[src/rtl/esc_pkg.sv]
// esc_pkg: shared types and constants for the elevator scan controller
// used by esc_step and elevator_scan_controller; no dependencies

package esc_pkg;

	localparam int FLOOR_W = 4;
	localparam int FUNC_W  = 2;
	localparam int CNT_W   = 8;
	localparam int MOVE_W  = 2;

	// item kinds
	localparam logic [FUNC_W-1:0] FUNC_CALL = 2'd0;
	localparam logic [FUNC_W-1:0] FUNC_TICK = 2'd1;
	localparam logic [FUNC_W-1:0] FUNC_DEST = 2'd2;

	// motion codes
	localparam logic [MOVE_W-1:0] MOVE_NONE = 2'd0;
	localparam logic [MOVE_W-1:0] MOVE_UP   = 2'd1;
	localparam logic [MOVE_W-1:0] MOVE_DOWN = 2'd2;

	localparam logic [CNT_W-1:0] CNT_MAX = 8'd255;

	typedef logic [CNT_W-1:0]   count_t;
	typedef logic [FLOOR_W-1:0] floor_t;

	typedef struct packed {
		floor_t position;
		logic   going_up;
		floor_t upper_target;
		floor_t lower_target;
		logic   awaiting_dest;
	} car_state_t;

	typedef struct packed {
		floor_t              car_floor;
		logic                heading_up;
		logic [MOVE_W-1:0]   motion;
		count_t              boarded_count;
		logic                wants_destination;
		logic                bad_floor;
	} result_t;

endpackage

[src/rtl/esc_step.sv]
// esc_step: next-state and result logic for one request of the scan controller
// depends on esc_pkg

module esc_step import esc_pkg::*; #(
	parameter int NUM_FLOORS = 9
) (
	input  logic [FUNC_W-1:0] func,
	input  floor_t            floor,
	input  car_state_t        cur,
	input  count_t            cnt_cur [NUM_FLOORS],
	output car_state_t        nxt,
	output count_t            cnt_nxt [NUM_FLOORS],
	output result_t           res
);

	localparam logic [FLOOR_W:0] NF    = (FLOOR_W+1)'(NUM_FLOORS);
	localparam floor_t           TOP_F = FLOOR_W'(NUM_FLOORS - 1);

	logic              floor_ok;
	logic              bad;
	logic [MOVE_W-1:0] move;
	count_t            boarded;

	assign floor_ok = {1'b0, floor} < NF;

	always_comb begin
		nxt     = cur;
		cnt_nxt = cnt_cur;
		bad     = 1'b0;
		move    = MOVE_NONE;
		boarded = '0;

		if (cur.awaiting_dest) begin
			if (func != FUNC_DEST || !floor_ok) begin
				bad = 1'b1;
			end else begin
				if (floor > cur.position && floor > cur.upper_target) nxt.upper_target = floor;
				if (floor < cur.position && floor < cur.lower_target) nxt.lower_target = floor;
				nxt.awaiting_dest = 1'b0;
			end
		end else begin
			case (func)
				FUNC_CALL: begin
					if (floor_ok) begin
						for (int i = 0; i < NUM_FLOORS; i++) begin
							if (floor == FLOOR_W'(i) && cnt_cur[i] != CNT_MAX)
								cnt_nxt[i] = cnt_cur[i] + 1'b1;
						end
						if (floor > cur.position && floor > cur.upper_target)
							nxt.upper_target = floor;
						if (floor < cur.position && floor < cur.lower_target)
							nxt.lower_target = floor;
					end else begin
						bad = 1'b1;
					end
				end
				FUNC_TICK: begin
					if (cur.going_up) begin
						if (cur.upper_target > cur.position) begin
							nxt.position = cur.position + 1'b1;
							move = MOVE_UP;
						end else if (cur.lower_target < cur.position) begin
							nxt.going_up     = 1'b0;
							nxt.upper_target = '0;
							nxt.position     = cur.position - 1'b1;
							move = MOVE_DOWN;
						end
					end else begin
						if (cur.lower_target < cur.position) begin
							nxt.position = cur.position - 1'b1;
							move = MOVE_DOWN;
						end else if (cur.upper_target > cur.position) begin
							nxt.going_up     = 1'b1;
							nxt.lower_target = TOP_F;
							nxt.position     = cur.position + 1'b1;
							move = MOVE_UP;
						end
					end
				end
				default: begin
					bad = 1'b1;
				end
			endcase

			// boarding at the floor the car now stands on
			for (int i = 0; i < NUM_FLOORS; i++) begin
				if (nxt.position == FLOOR_W'(i) && cnt_nxt[i] != '0) begin
					boarded           = cnt_nxt[i];
					cnt_nxt[i]        = '0;
					nxt.awaiting_dest = 1'b1;
				end
			end
		end
	end

	always_comb begin
		res.car_floor         = nxt.position;
		res.heading_up        = nxt.going_up;
		res.motion            = move;
		res.boarded_count     = boarded;
		res.wants_destination = nxt.awaiting_dest;
		res.bad_floor         = bad;
	end

endmodule

[src/rtl/elevator_scan_controller.sv]
// elevator_scan_controller: single-car elevator controller, top level
// depends on esc_pkg and esc_step

// Takes one request per clock and gives one result per request. The path
// after acceptance is a request register, then the state update and the result
// register. The whole state (car position, direction, upper and lower targets,
// the per-floor waiting counters and the destination flag) updates in the
// same cycle the result is formed, so requests may follow back to back. The
// result register frees as soon as its result is taken, so the request side
// only stalls while a result is held by res_stall. Call requests count people
// waiting at a floor (saturating at 255) and widen the targets; travel ticks
// move the car one floor in SCAN order; boarding reports and clears the count
// at the car's floor and then only a destination request is expected.
// Reset puts the car at HOME_FLOOR (or the top floor if that is out of range),
// heading up, with all waiting counters clear.

module elevator_scan_controller import esc_pkg::*; #(
	parameter int NUM_FLOORS = 9,
	parameter int HOME_FLOOR = 3
) (
	input  logic              clk,
	input  logic              arst_n,
	// request channel
	input  logic              req_valid,
	output logic              req_stall,
	input  logic [FUNC_W-1:0] func,
	input  logic [FLOOR_W-1:0] floor,
	// result channel
	output logic              res_valid,
	input  logic              res_stall,
	output logic [FLOOR_W-1:0] car_floor,
	output logic              heading_up,
	output logic [MOVE_W-1:0] motion,
	output logic [CNT_W-1:0]  boarded_count,
	output logic              wants_destination,
	output logic              bad_floor
);

	localparam int     START_I = (HOME_FLOOR < NUM_FLOORS) ? HOME_FLOOR : NUM_FLOORS - 1;
	localparam floor_t START_F = FLOOR_W'(START_I);
	localparam floor_t TOP_F   = FLOOR_W'(NUM_FLOORS - 1);

	// request register
	logic              valid_s1;
	logic [FUNC_W-1:0] func_s1;
	floor_t            floor_s1;

	// car state and waiting counters, one counter per floor
	car_state_t state_q;
	count_t     count_q [NUM_FLOORS];

	// result register
	logic    res_valid_q;
	result_t res_q;

	car_state_t state_nxt;
	count_t     count_nxt [NUM_FLOORS];
	result_t    res_nxt;
	logic       advance;

	// request moves into the result register when that is empty or draining
	assign advance   = valid_s1 && (!res_valid_q || !res_stall);
	assign req_stall = valid_s1 && !advance;

	always_ff @(posedge clk or negedge arst_n) begin
		if (!arst_n) begin
			valid_s1 <= 1'b0;
		end else if (!req_stall) begin
			valid_s1 <= req_valid;
		end
	end

	always_ff @(posedge clk) begin
		if (req_valid && !req_stall) begin
			func_s1  <= func;
			floor_s1 <= floor;
		end
	end

	esc_step #(
		.NUM_FLOORS (NUM_FLOORS)
	) u_step (
		.func    (func_s1),
		.floor   (floor_s1),
		.cur     (state_q),
		.cnt_cur (count_q),
		.nxt     (state_nxt),
		.cnt_nxt (count_nxt),
		.res     (res_nxt)
	);

	// state commits only when the request is actually handed on
	always_ff @(posedge clk or negedge arst_n) begin
		if (!arst_n) begin
			state_q.position      <= START_F;
			state_q.going_up      <= 1'b1;
			state_q.upper_target  <= '0;
			state_q.lower_target  <= TOP_F;
			state_q.awaiting_dest <= 1'b0;
			for (int i = 0; i < NUM_FLOORS; i++) count_q[i] <= '0;
		end else if (advance) begin
			state_q <= state_nxt;
			count_q <= count_nxt;
		end
	end

	always_ff @(posedge clk or negedge arst_n) begin
		if (!arst_n) begin
			res_valid_q <= 1'b0;
		end else if (advance) begin
			res_valid_q <= 1'b1;
		end else if (!res_stall) begin
			res_valid_q <= 1'b0;
		end
	end

	always_ff @(posedge clk) begin
		if (advance) res_q <= res_nxt;
	end

	assign res_valid         = res_valid_q;
	assign car_floor         = res_q.car_floor;
	assign heading_up        = res_q.heading_up;
	assign motion            = res_q.motion;
	assign boarded_count     = res_q.boarded_count;
	assign wants_destination = res_q.wants_destination;
	assign bad_floor         = res_q.bad_floor;

	// car never leaves the shaft
	a_pos_range: assert property (@(posedge clk) disable iff (!arst_n)
		state_q.position <= TOP_F)
		else $error("car position beyond top floor");

	// a move up is always taken while heading up, a move down while heading down
	a_move_dir: assert property (@(posedge clk) disable iff (!arst_n)
		res_valid_q |-> !((res_q.motion == MOVE_UP && !res_q.heading_up) ||
		(res_q.motion == MOVE_DOWN && res_q.heading_up)))
		else $error("motion disagrees with heading");

	// boarding always leaves the block waiting for a destination
	a_board_dest: assert property (@(posedge clk) disable iff (!arst_n)
		(res_valid_q && res_q.boarded_count != '0) |-> res_q.wants_destination)
		else $error("boarding without destination wait");

	// a rejected request never moves the car
	a_bad_still: assert property (@(posedge clk) disable iff (!arst_n)
		(res_valid_q && res_q.bad_floor) |-> res_q.motion == MOVE_NONE)
		else $error("car moved on a rejected request");

endmodule

[config.mk]
export PLATFORM = sky130hd
export DESIGN_NAME = elevator_scan_controller
export DESIGN_NICKNAME = d
export VERILOG_FILES = /design/src/rtl/esc_pkg.sv /design/src/rtl/esc_step.sv /design/src/rtl/elevator_scan_controller.sv
export SDC_FILE = /design/constraint.sdc
export NUM_CORES = 1
export LEC_CHECK = 0
export CELL_PAD_IN_SITES_DETAIL_PLACEMENT = 0
export CELL_PAD_IN_SITES_GLOBAL_PLACEMENT = 1
export CORE_ASPECT_RATIO = 1.4
export CORE_MARGIN = 4
export CORE_UTILIZATION = 45
export CTS_CLUSTER_SIZE = 30
export DETAILED_ROUTE_END_ITERATION = 8
export DONT_BUFFER_PORTS = 1
export PLACE_DENSITY = 0.72
export SYNTH_ARGS = -nofsm -noshare
export SYNTH_HDL_FRONTEND = slang
export SYNTH_SLANG_ARGS = --single-unit
export TNS_END_PERCENT = 100
[constraint.sdc]
create_clock -name clk -period 11.2 [get_ports clk]
set_input_delay 0.56 -clock clk [delete_from_list [all_inputs] [get_ports clk]]
set_output_delay 0.56 -clock clk [all_outputs]
set_load 0.05 [all_outputs]
==> results of run 1 <==
## layer usage
metal	vias up	part of all wire, %	global-route usage (%)
li1	3730	-	-
met1	3755	44	29.97
met2	188	50	42.89
met3	50	3.0	2.627
met4	0	3.5	9.434
met5	-	0	0
## cell type report
class / instances / share of cell area [%]
clock buffers: 12 / 2.608
clock inverters: 4 / 0.7865
inverters: 21 / 0.8693
multi-input cells: 832 / 59.45
flip-flops and latches: 111 / 31.96
well taps: 244 / 3.367
repair buffers: 9 / 0.9659
## cells in the final DEF, fill, tap and decap left out, types with 5 or more instances in the layout
cell and count:
sky130_fd_sc_hd__nand2_1 147, sky130_fd_sc_hd__o21ai_0 90, sky130_fd_sc_hd__dfrtp_1 84, sky130_fd_sc_hd__nor2_1 57
sky130_fd_sc_hd__a21oi_1 38, sky130_fd_sc_hd__o31ai_1 38, sky130_fd_sc_hd__xnor2_1 35, sky130_fd_sc_hd__nand3_1 32
sky130_fd_sc_hd__nor3_1 31, sky130_fd_sc_hd__ha_1 29, sky130_fd_sc_hd__nand4_1 27, sky130_fd_sc_hd__xor2_1 26
sky130_fd_sc_hd__nand2b_1 23, sky130_fd_sc_hd__edfxtp_1 23, sky130_fd_sc_hd__inv_1 20, sky130_fd_sc_hd__and3_1 18
sky130_fd_sc_hd__mux2i_1 17, sky130_fd_sc_hd__a31oi_1 14, sky130_fd_sc_hd__and2_1 13, sky130_fd_sc_hd__nor2b_1 12
sky130_fd_sc_hd__and4_1 12, sky130_fd_sc_hd__o22ai_1 12, sky130_fd_sc_hd__nor4_1 9, sky130_fd_sc_hd__or3_1 9
sky130_fd_sc_hd__or4_1 9, sky130_fd_sc_hd__clkbuf_16 9, sky130_fd_sc_hd__o21a_1 8, sky130_fd_sc_hd__buf_4 8
sky130_fd_sc_hd__a211oi_1 7, sky130_fd_sc_hd__nand3b_1 6, sky130_fd_sc_hd__a21o_1 6, sky130_fd_sc_hd__or2_2 5
sky130_fd_sc_hd__a211o_1 5
## cells by family after synthesis
family / after synthesis / synth area share [%]
AO/OA/AOI/OAI: 288 / 23.09
adder cells (fa/ha/maj): 29 / 4.181
XOR/XNOR: 61 / 6.155
multiplexers: 21 / 2.523
flip-flops: 111 / 33.39
AND/OR/NAND/NOR: 433 / 26.09
buffers and inverters: 93 / 4.570
## worst paths after layout
kind / start / slack, ns / cells after the start / to
worst max-delay path: state_q[13] / 6.47 / 12 / boarded_count[3]
worst min-delay path: arst_n / 0.04 / 0 / state_q[11]
worst max register to register: state_q[13] / 6.47 / 12 / boarded_count[3]
worst min register to register: valid_s1 / 0.50 / 1 / res_valid
min in group clk: floor[0] / 0.30 / 0 / floor_s1[0]
max in group asynchronous: arst_n / 10.68 / 1 / count_q[11]
## sequential cells by signal, indices dropped and copies added, names as in the netlist
register           flops
count_q               72
state_q               14
boarded_count          8
car_floor              4
floor_s1               4
func_s1                2
motion                 2
bad_floor              1
heading_up             1
res_valid              1
valid_s1               1
wants_destination      1
## timing repair
action	in CTS	in global routing
setup endpoints to repair	0	0
endpoints found under the hold margin	84	0
hold buffers	1	0
setup buffers	0	0
## power breakdown
part	internal, mW	total, mW	switching (mW)
registers	0.484	0.618	0.134
clock network	0.196	0.354	0.158
logic	0.259	0.750	0.491
## stage by stage
step	cell area, µm²	util [%]	hold WS [ns]	worst slack (ns)	instances
2_1_floorplan	8680	-	0.2644	7.452	1036
3_3_place_gp	8732	46.57	0.2667	6.622	1216
3_5_place_dp	8732	46.57	0.2673	6.547	1216
4_1_cts	9067	48.36	0.02841	6.549	1233
5_1_grt	9067	48.36	0.02492	6.205	1233
6_report	9067	48.36	0.03723	6.466	1233
==> results_tabular.tex, run 1 <==
\begin{tabular}{lr}
\hline
Metric & Value \\
\hline
\multicolumn{2}{l}{\textbf{Run status}} \\
\quad Result of the run & completed \\
\multicolumn{2}{l}{\textbf{Critical path}} \\
\quad Critical path buffer and inverter count & 1 \\
\quad Worst path max stage delay & about 0.74 ns \\
\quad Required time reported for the critical path endpoint & about 11 ns \\
\quad Element type at the critical path start & register \\
\quad Top cell family by delay on the critical path & simple AND/OR/NAND/NOR gates \\
\quad Crit-path max FO & 20 \\
\quad Classification of the worst setup path & reg -> reg \\
\quad CP Capture Type & register \\
\quad Arrival time of the worst setup path & about 4.9 ns \\
\quad Critical-path cell with the highest stage delay & sky130\_fd\_sc\_hd\_\_nor4\_2 \\
\quad Chain of cells forming the critical path & inv\_1 -> ha\_1 -> nor4\_1 -> a21bo\_2 -> nand2\_1 -> or4\_1 -> nand4\_1 -> nor4\_2 -> and2\_1 -> a22oi\_2 -> a31o\_1 -> a22o\_1 \\
\multicolumn{2}{l}{\textbf{Clock network}} \\
\quad Maximum level of the CTS H-tree & 3 \\
\quad Clk root buf & sky130\_fd\_sc\_hd\_\_clkbuf\_16 \\
\quad CTS Buf Count & 9 \\
\quad Number of buffers between clock root and the deepest sink & 2 \\
\quad TritonCTS clock tree & built \\
\quad Clock slew at the register clock pins of the worst setup and hold paths & 0.08 ns \\
\quad Insertion delay to the later sink of the worst-skew pair & approximately 0.36 ns \\
\quad Number of gates resized after cts & 0 \\
\quad Count of clock tree sinks & around 110 \\
\multicolumn{2}{l}{\textbf{STA}} \\
\quad Hold Vio Cnt, Final & 0 \\
\quad RSZ-0062 raised after global routing & false \\
\quad Number of setup violations in the final report & 0 \\
\quad Largest clock skew in the final design & approximately 0.011 ns \\
\quad Remaining max-slew budget at the tightest pin & between 30\% and 40\% \\
\quad F\_max & approximately 210 MHz \\
\quad Worst-margin pin slew & between 0.9 and 1 ns \\
\quad Time the final worst path needs with I/O delays and setup & between 4 and 5 ns \\
\quad Total negative slack for setup checks & 0 ns \\
\quad Count of pins over their slew limit & 0 \\
\quad Final Cycle Share & between 40\% and 50\% \\
\multicolumn{2}{l}{\textbf{Routing}} \\
\quad Post-detailed-route wirelength per cell & just over 20 µm \\
\quad DRC errors left & 0 \\
\quad First DRT Iteration DRCs & just over 600 \\
\quad Final WL & 25560 µm \\
\quad First-pass iteration count of the detailed router & 8 \\
\quad Via/cell ratio & around 6.3 \\
\quad Antenna violation net count after detailed routing & 0 \\
\quad Vias & around 7700 \\
\multicolumn{2}{l}{\textbf{Global routing}} \\
\quad Antenna violations before repair & 0 \\
\quad First-pass GRT wire length & roughly 42000 µm \\
\quad Total grt overflow & 0 \\
\quad Tot GR Track Use & between 20\% and 30\% \\
\quad Pin count of the biggest net entering global routing & 85 \\
\quad Via count of the first global-routing pass & around 7600 \\
\multicolumn{2}{l}{\textbf{Placed design}} \\
\quad RD Place Congestion & slightly above 0.9 \\
\quad DP HPWL & $\sim$19000 µm \\
\quad Number of port buffers & 0 \\
\multicolumn{2}{l}{\textbf{Power}} \\
\quad PwrDens & 189.9 nW/µm² \\
\quad Post-route total power & 1.722 mW \\
\quad Pleak & between 3 and 4 nW \\
\quad Peak VDD IR & 0.08840 mV \\
\multicolumn{2}{l}{\textbf{Hold path}} \\
\quad Class of the tightest hold or removal check & in -> async \\
\multicolumn{2}{l}{\textbf{Die}} \\
\quad Placement Rows & between 50 and 60 \\
\quad Die Y-Extent & 172.3 µm \\
\quad Die outline width & approximately 130 µm \\
\quad I/O Pins & 29 \\
\quad Core outline area & roughly 19000 µm² \\
\quad Initial standard-cell utilization of the core & around 46\% \\
\quad Overall die area & roughly 22000 µm² \\
\multicolumn{2}{l}{\textbf{Flow run}} \\
\quad Count of max-cap constraint violations & 0 \\
\multicolumn{2}{l}{\textbf{Final layout}} \\
\quad Layout Nets & 1023 \\
\quad Multi-input combinational cell area & 5390 µm² \\
\quad Number of filler instances in the final layout & roughly 1900 \\
\quad Share of post-route cells with drive strength above 1 & under 10\% \\
\quad Number of antenna diodes & 0 \\
\quad Area growth from synthesis to layout & 4.469\% \\
\quad Register area & approximately 2900 µm² \\
\multicolumn{2}{l}{\textbf{Yosys}} \\
\quad Ys flop type & sky130\_fd\_sc\_hd\_\_dfrtp\_1 \\
\quad Area share of the largest cell type after synthesis & about a quarter \\
\quad Top cells by area in the synthesized netlist & sky130\_fd\_sc\_hd\_\_dfrtp\_1 (24\%), sky130\_fd\_sc\_hd\_\_edfxtp\_1 (8.0\%), sky130\_fd\_sc\_hd\_\_nand2\_1 (6.4\%), sky130\_fd\_sc\_hd\_\_o21ai\_0 (5.2\%), sky130\_fd\_sc\_hd\_\_ha\_1 (4.2\%) \\
\quad Average cell area after synthesis & $\sim$8.4 µm² \\
\quad Most frequent cells after synthesis & sky130\_fd\_sc\_hd\_\_nand2\_1 (147), sky130\_fd\_sc\_hd\_\_o21ai\_0 (90), sky130\_fd\_sc\_hd\_\_dfrtp\_1 (84) \\
\quad Count of flip-flops with a built-in enable after synthesis & 23 \\
\quad Most used standard cell by instance count after synthesis & sky130\_fd\_sc\_hd\_\_nand2\_1 \\
\quad Synthesized net count & 1075 \\
\quad Synthesized flop and latch total & about 110 \\
\quad Fraction of registers with async set/reset & 79.28\% \\
\quad Top cell type by total area after synthesis & sky130\_fd\_sc\_hd\_\_dfrtp\_1 \\
\quad Distinct cell type count after synthesis & 96 \\
\quad Cell area after synthesis & between 8000 and 9000 µm² \\
\quad Gate count after technology mapping & 1036 \\
\quad Share of the yosys chip area belonging to registers & 33.39\% \\
\quad Synthesis Warnings & 0 \\
\hline
\end{tabular}
Power figures use the tool's default switching activity.
==> inputs of run 2 (changes only) <==
Settings changed: ABC_AREA set to 1, CORE_UTILIZATION 45 to 43, PLACE_DENSITY 0.72 to 0.76.
Clock period 11.2 ns to 4.05 ns, I/O delays scaled along.
==> run 2 against run 1 <==
Against the previous run: sequential share of layout area is 0.75 points lower; flip-flop and latch count stayed put; largest power group unchanged; via count is 3.3% higher; cell area is 2.4% higher.
==> results_tabular.tex, run 2 <==
\begin{tabular}{lr}
\hline
Metric & Value \\
\hline
\multicolumn{2}{l}{\textbf{Die}} \\
\quad Initial standard-cell utilization of the core & about 44\% \\
\quad I/O Pins & 29 \\
\quad Overall die area & 22230 µm² \\
\quad Die outline width & around 130 µm \\
\quad Placement Rows & 60 \\
\quad Die Y-Extent & about 170 µm \\
\quad Core outline area & a little under 20000 µm² \\
\multicolumn{2}{l}{\textbf{Global routing}} \\
\quad Tot GR Track Use & a little under a quarter \\
\quad First-pass GRT wire length & between 40000 and 50000 µm \\
\quad Via count of the first global-routing pass & 7963 \\
\quad Antenna violations before repair & 0 \\
\quad Total grt overflow & 0 \\
\quad Pin count of the biggest net entering global routing & 89 \\
\multicolumn{2}{l}{\textbf{Yosys}} \\
\quad Fraction of registers with async set/reset & about four fifths \\
\quad Average cell area after synthesis & about 6.9 µm² \\
\quad Synthesized flop and latch total & about 110 \\
\quad Count of flip-flops with a built-in enable after synthesis & 23 \\
\quad Top cells by area in the synthesized netlist & sky130\_fd\_sc\_hd\_\_dfrtp\_1 (25\%), sky130\_fd\_sc\_hd\_\_nand2\_1 (15\%), sky130\_fd\_sc\_hd\_\_nand3\_1 (8.2\%), sky130\_fd\_sc\_hd\_\_edfxtp\_1 (8.1\%), sky130\_fd\_sc\_hd\_\_inv\_1 (8.1\%) \\
\quad Ys flop type & sky130\_fd\_sc\_hd\_\_dfrtp\_1 \\
\quad Cell area after synthesis & between 8000 and 9000 µm² \\
\quad Synthesis Warnings & 0 \\
\quad Top cell type by total area after synthesis & sky130\_fd\_sc\_hd\_\_dfrtp\_1 \\
\quad Most used standard cell by instance count after synthesis & sky130\_fd\_sc\_hd\_\_nand2\_1 \\
\quad Synthesized net count & around 1300 \\
\quad Gate count after technology mapping & between 1000 and 1500 \\
\quad Share of the yosys chip area belonging to registers & between 30\% and 40\% \\
\quad Area share of the largest cell type after synthesis & between 20 and 25\% \\
\quad Distinct cell type count after synthesis & 50 \\
\quad Most frequent cells after synthesis & sky130\_fd\_sc\_hd\_\_nand2\_1 (336), sky130\_fd\_sc\_hd\_\_inv\_1 (184), sky130\_fd\_sc\_hd\_\_nand3\_1 (140) \\
\multicolumn{2}{l}{\textbf{STA}} \\
\quad Worst-margin pin slew & about 0.93 ns \\
\quad Final worst setup slack & 0.5284 ns \\
\quad Largest clock skew in the final design & roughly 0.014 ns \\
\quad Final Cycle Share & about 87\% \\
\quad F\_max & 284.0 MHz \\
\quad Total negative slack for setup checks & 0 ns \\
\quad Count of pins over their slew limit & 0 \\
\quad Hold Vio Cnt, Final & 0 \\
\quad Number of setup violations in the final report & 0 \\
\quad RSZ-0062 raised after global routing & false \\
\quad Remaining max-slew budget at the tightest pin & 37.60\% \\
\quad Time the final worst path needs with I/O delays and setup & about 3.5 ns \\
\multicolumn{2}{l}{\textbf{Critical path}} \\
\quad Critical-path cell with the highest stage delay & sky130\_fd\_sc\_hd\_\_dfstp\_2 \\
\quad Required time reported for the critical path endpoint & 4.18 ns \\
\quad Critical path buffer and inverter count & 2 \\
\quad Arrival time of the worst setup path & between 3 and 4 ns \\
\quad Crit-path max FO & 11 \\
\quad Top cell family by delay on the critical path & simple AND/OR/NAND/NOR gates \\
\quad Worst path max stage delay & roughly 0.58 ns \\
\quad CP Capture Type & register \\
\quad Chain of cells forming the critical path & inv\_1 -> ha\_1 -> nand2\_1 -> nand2\_1 -> nand2\_1 -> nand2\_1 -> nand2\_1 -> nand2\_2 -> a21oi\_1 -> a21oi\_1 -> inv\_1 -> nand2\_1 -> nor2\_2 -> nand2\_1 -> nand2\_1 -> nor3\_2 -> nand2\_1 -> nand2\_1 -> nand2\_2 \\
\quad Element type at the critical path start & register \\
\quad Classification of the worst setup path & reg -> reg \\
\quad Top cell by count, worst path & sky130\_fd\_sc\_hd\_\_nand2\_1 \\
\multicolumn{2}{l}{\textbf{Clock network}} \\
\quad CTS Buf Count & 9 \\
\quad Insertion delay to the later sink of the worst-skew pair & between 0.3 and 0.4 ns \\
\quad Maximum level of the CTS H-tree & 3 \\
\quad TritonCTS clock tree & built \\
\quad Number of gates resized after cts & 0 \\
\quad Count of clock tree sinks & 111 \\
\quad Clock slew at the register clock pins of the worst setup and hold paths & 0.09 ns \\
\quad Number of buffers between clock root and the deepest sink & 2 \\
\quad Clk root buf & sky130\_fd\_sc\_hd\_\_clkbuf\_16 \\
\multicolumn{2}{l}{\textbf{Placed design}} \\
\quad Pre-CTS setup slack & approximately 0.57 ns \\
\quad Number of port buffers & 0 \\
\quad DP HPWL & between 15000 and 20000 µm \\
\quad RD Place Congestion & slightly above 0.9 \\
\quad Cells after DPL & 1483 \\
\multicolumn{2}{l}{\textbf{Routing}} \\
\quad Final WL & 25290 µm \\
\quad Length of routed wiring on met1 & roughly 10000 µm \\
\quad Vias & about 8000 \\
\quad First DRT Iteration DRCs & between 500 and 600 \\
\quad Post-detailed-route wirelength per cell & 16.76 µm \\
\quad DRC errors left & 0 \\
\quad Via/cell ratio & between 5 and 6 \\
\quad Met2 wirelength from detailed routing & 13760 µm \\
\quad Uppermost layer routed & met4 \\
\quad Antenna violation net count after detailed routing & 0 \\
\quad Met3 WL post-DR & 968 µm \\
\quad First-pass iteration count of the detailed router & 5 \\
\multicolumn{2}{l}{\textbf{Run status}} \\
\quad Result of the run & completed \\
\multicolumn{2}{l}{\textbf{Final layout}} \\
\quad Area growth from synthesis to layout & 8.591\% \\
\quad Number of antenna diodes & 0 \\
\quad Register containing the most flip-flops in the final layout & count\_q \\
\quad Number of flip-flops in the largest register & between 70 and 80 \\
\quad Share of post-route cells with drive strength above 1 & about a tenth \\
\quad Layout Nets & $\sim$1300 \\
\quad Leading cell type in the layout, fill and taps excluded & sky130\_fd\_sc\_hd\_\_nand2\_1 \\
\quad Post-Layout Cell Count & 1509 \\
\quad Most frequent cells in the layout & sky130\_fd\_sc\_hd\_\_nand2\_1 (336), sky130\_fd\_sc\_hd\_\_inv\_1 (184), sky130\_fd\_sc\_hd\_\_nand3\_1 (140), sky130\_fd\_sc\_hd\_\_nor2\_1 (100), sky130\_fd\_sc\_hd\_\_dfrtp\_1 (84) \\
\multicolumn{2}{l}{\textbf{Power}} \\
\quad PwrDens & 481.9 nW/µm² \\
\quad Pleak & 4.570 nW \\
\quad Peak VDD IR & 0.3635 mV \\
\multicolumn{2}{l}{\textbf{Flow run}} \\
\quad Count of max-cap constraint violations & 0 \\
\multicolumn{2}{l}{\textbf{Hold path}} \\
\quad Class of the tightest hold or removal check & in -> async \\
\hline
\end{tabular}
run 2: layer usage:
layer	global-route usage [%]	vias to the layer above
met5	0	-
met4	7.290	0
met3	3.150	50
met2	45.05	190
met1	25.76	3692
li1	-	4042
run 2: path summary, 6_finish.rpt:
| check | from | end | slack [ns] | cells after the start |
|---|---|---|---|---|
| max | state_q[11] | wants_destination | 0.53 | 19 |
| min | arst_n | count_q[56] | 0.43 | 2 |
| max reg2reg | state_q[11] | wants_destination | 0.53 | 19 |
| min reg2reg | valid_s1 | res_valid | 0.50 | 2 |
| max in group asynchronous | arst_n | state_q[11] | 3.18 | 2 |
| min in group clk | floor[2] | floor_s1[2] | 0.46 | 1 |
run 2: logic make-up (layout without fill, tap and decap cells):
logic type | after synthesis | count (layout) | synth area share, %
AOI/OAI and AO/OA | 159 | 159 | 10.27
xor gates and xnor gates | 37 | 37 | 4.054
adders and majority gates | 29 | 29 | 4.244
buffers and inverters | 228 | 242 | 10.26
DFF | 111 | 111 | 33.89
muxes | 1 | 1 | 0.1171
and+or+nand+nor | 682 | 682 | 37.16
run 2: per-stage QoR:
| stage | power (mW) | hold slack, ns | area, µm² | util (%) |
|---|---|---|---|---|
| floorplan | 3.009 | -0.09309 | 8549 | - |
| global placement | 3.508 | -0.08780 | 8857 | 45.73 |
| detailed placement | 3.500 | -0.08669 | 8857 | 45.73 |
| CTS | 4.495 | 0.4546 | 9284 | 47.93 |
| global route | 4.825 | 0.4651 | 9284 | 47.93 |
| finish | 4.474 | 0.4332 | 9284 | 47.93 |
run 2: timing repair:
action,in CTS,in global routing
endpoints found under the hold margin,96,0
endpoints found under the setup margin,0,0
hold buffers,10,0
buffers inserted,0,0
run 2: layout make-up:
type,instances,area (µm²)
Fill cell,2047,10080
Tap cell,248,310.3
Inverter,202,759.5
Clock inverter,7,83.83
Clock buffer,9,225.2
Sequential cell,111,2898
Multi-Input combinational cell,908,4785
Timing Repair Buffer,24,222.7
run 2: where the power goes:
| part | switching, mW | leakage, nW | internal [mW] |
|---|---|---|---|
| clock network | 0.507 | 0.152 | 0.448 |
| registers | 0.297 | 1.41 | 1.35 |
| logic | 1.29 | 3.01 | 0.585 |
| total | 2.09 | 4.57 | 2.39 |
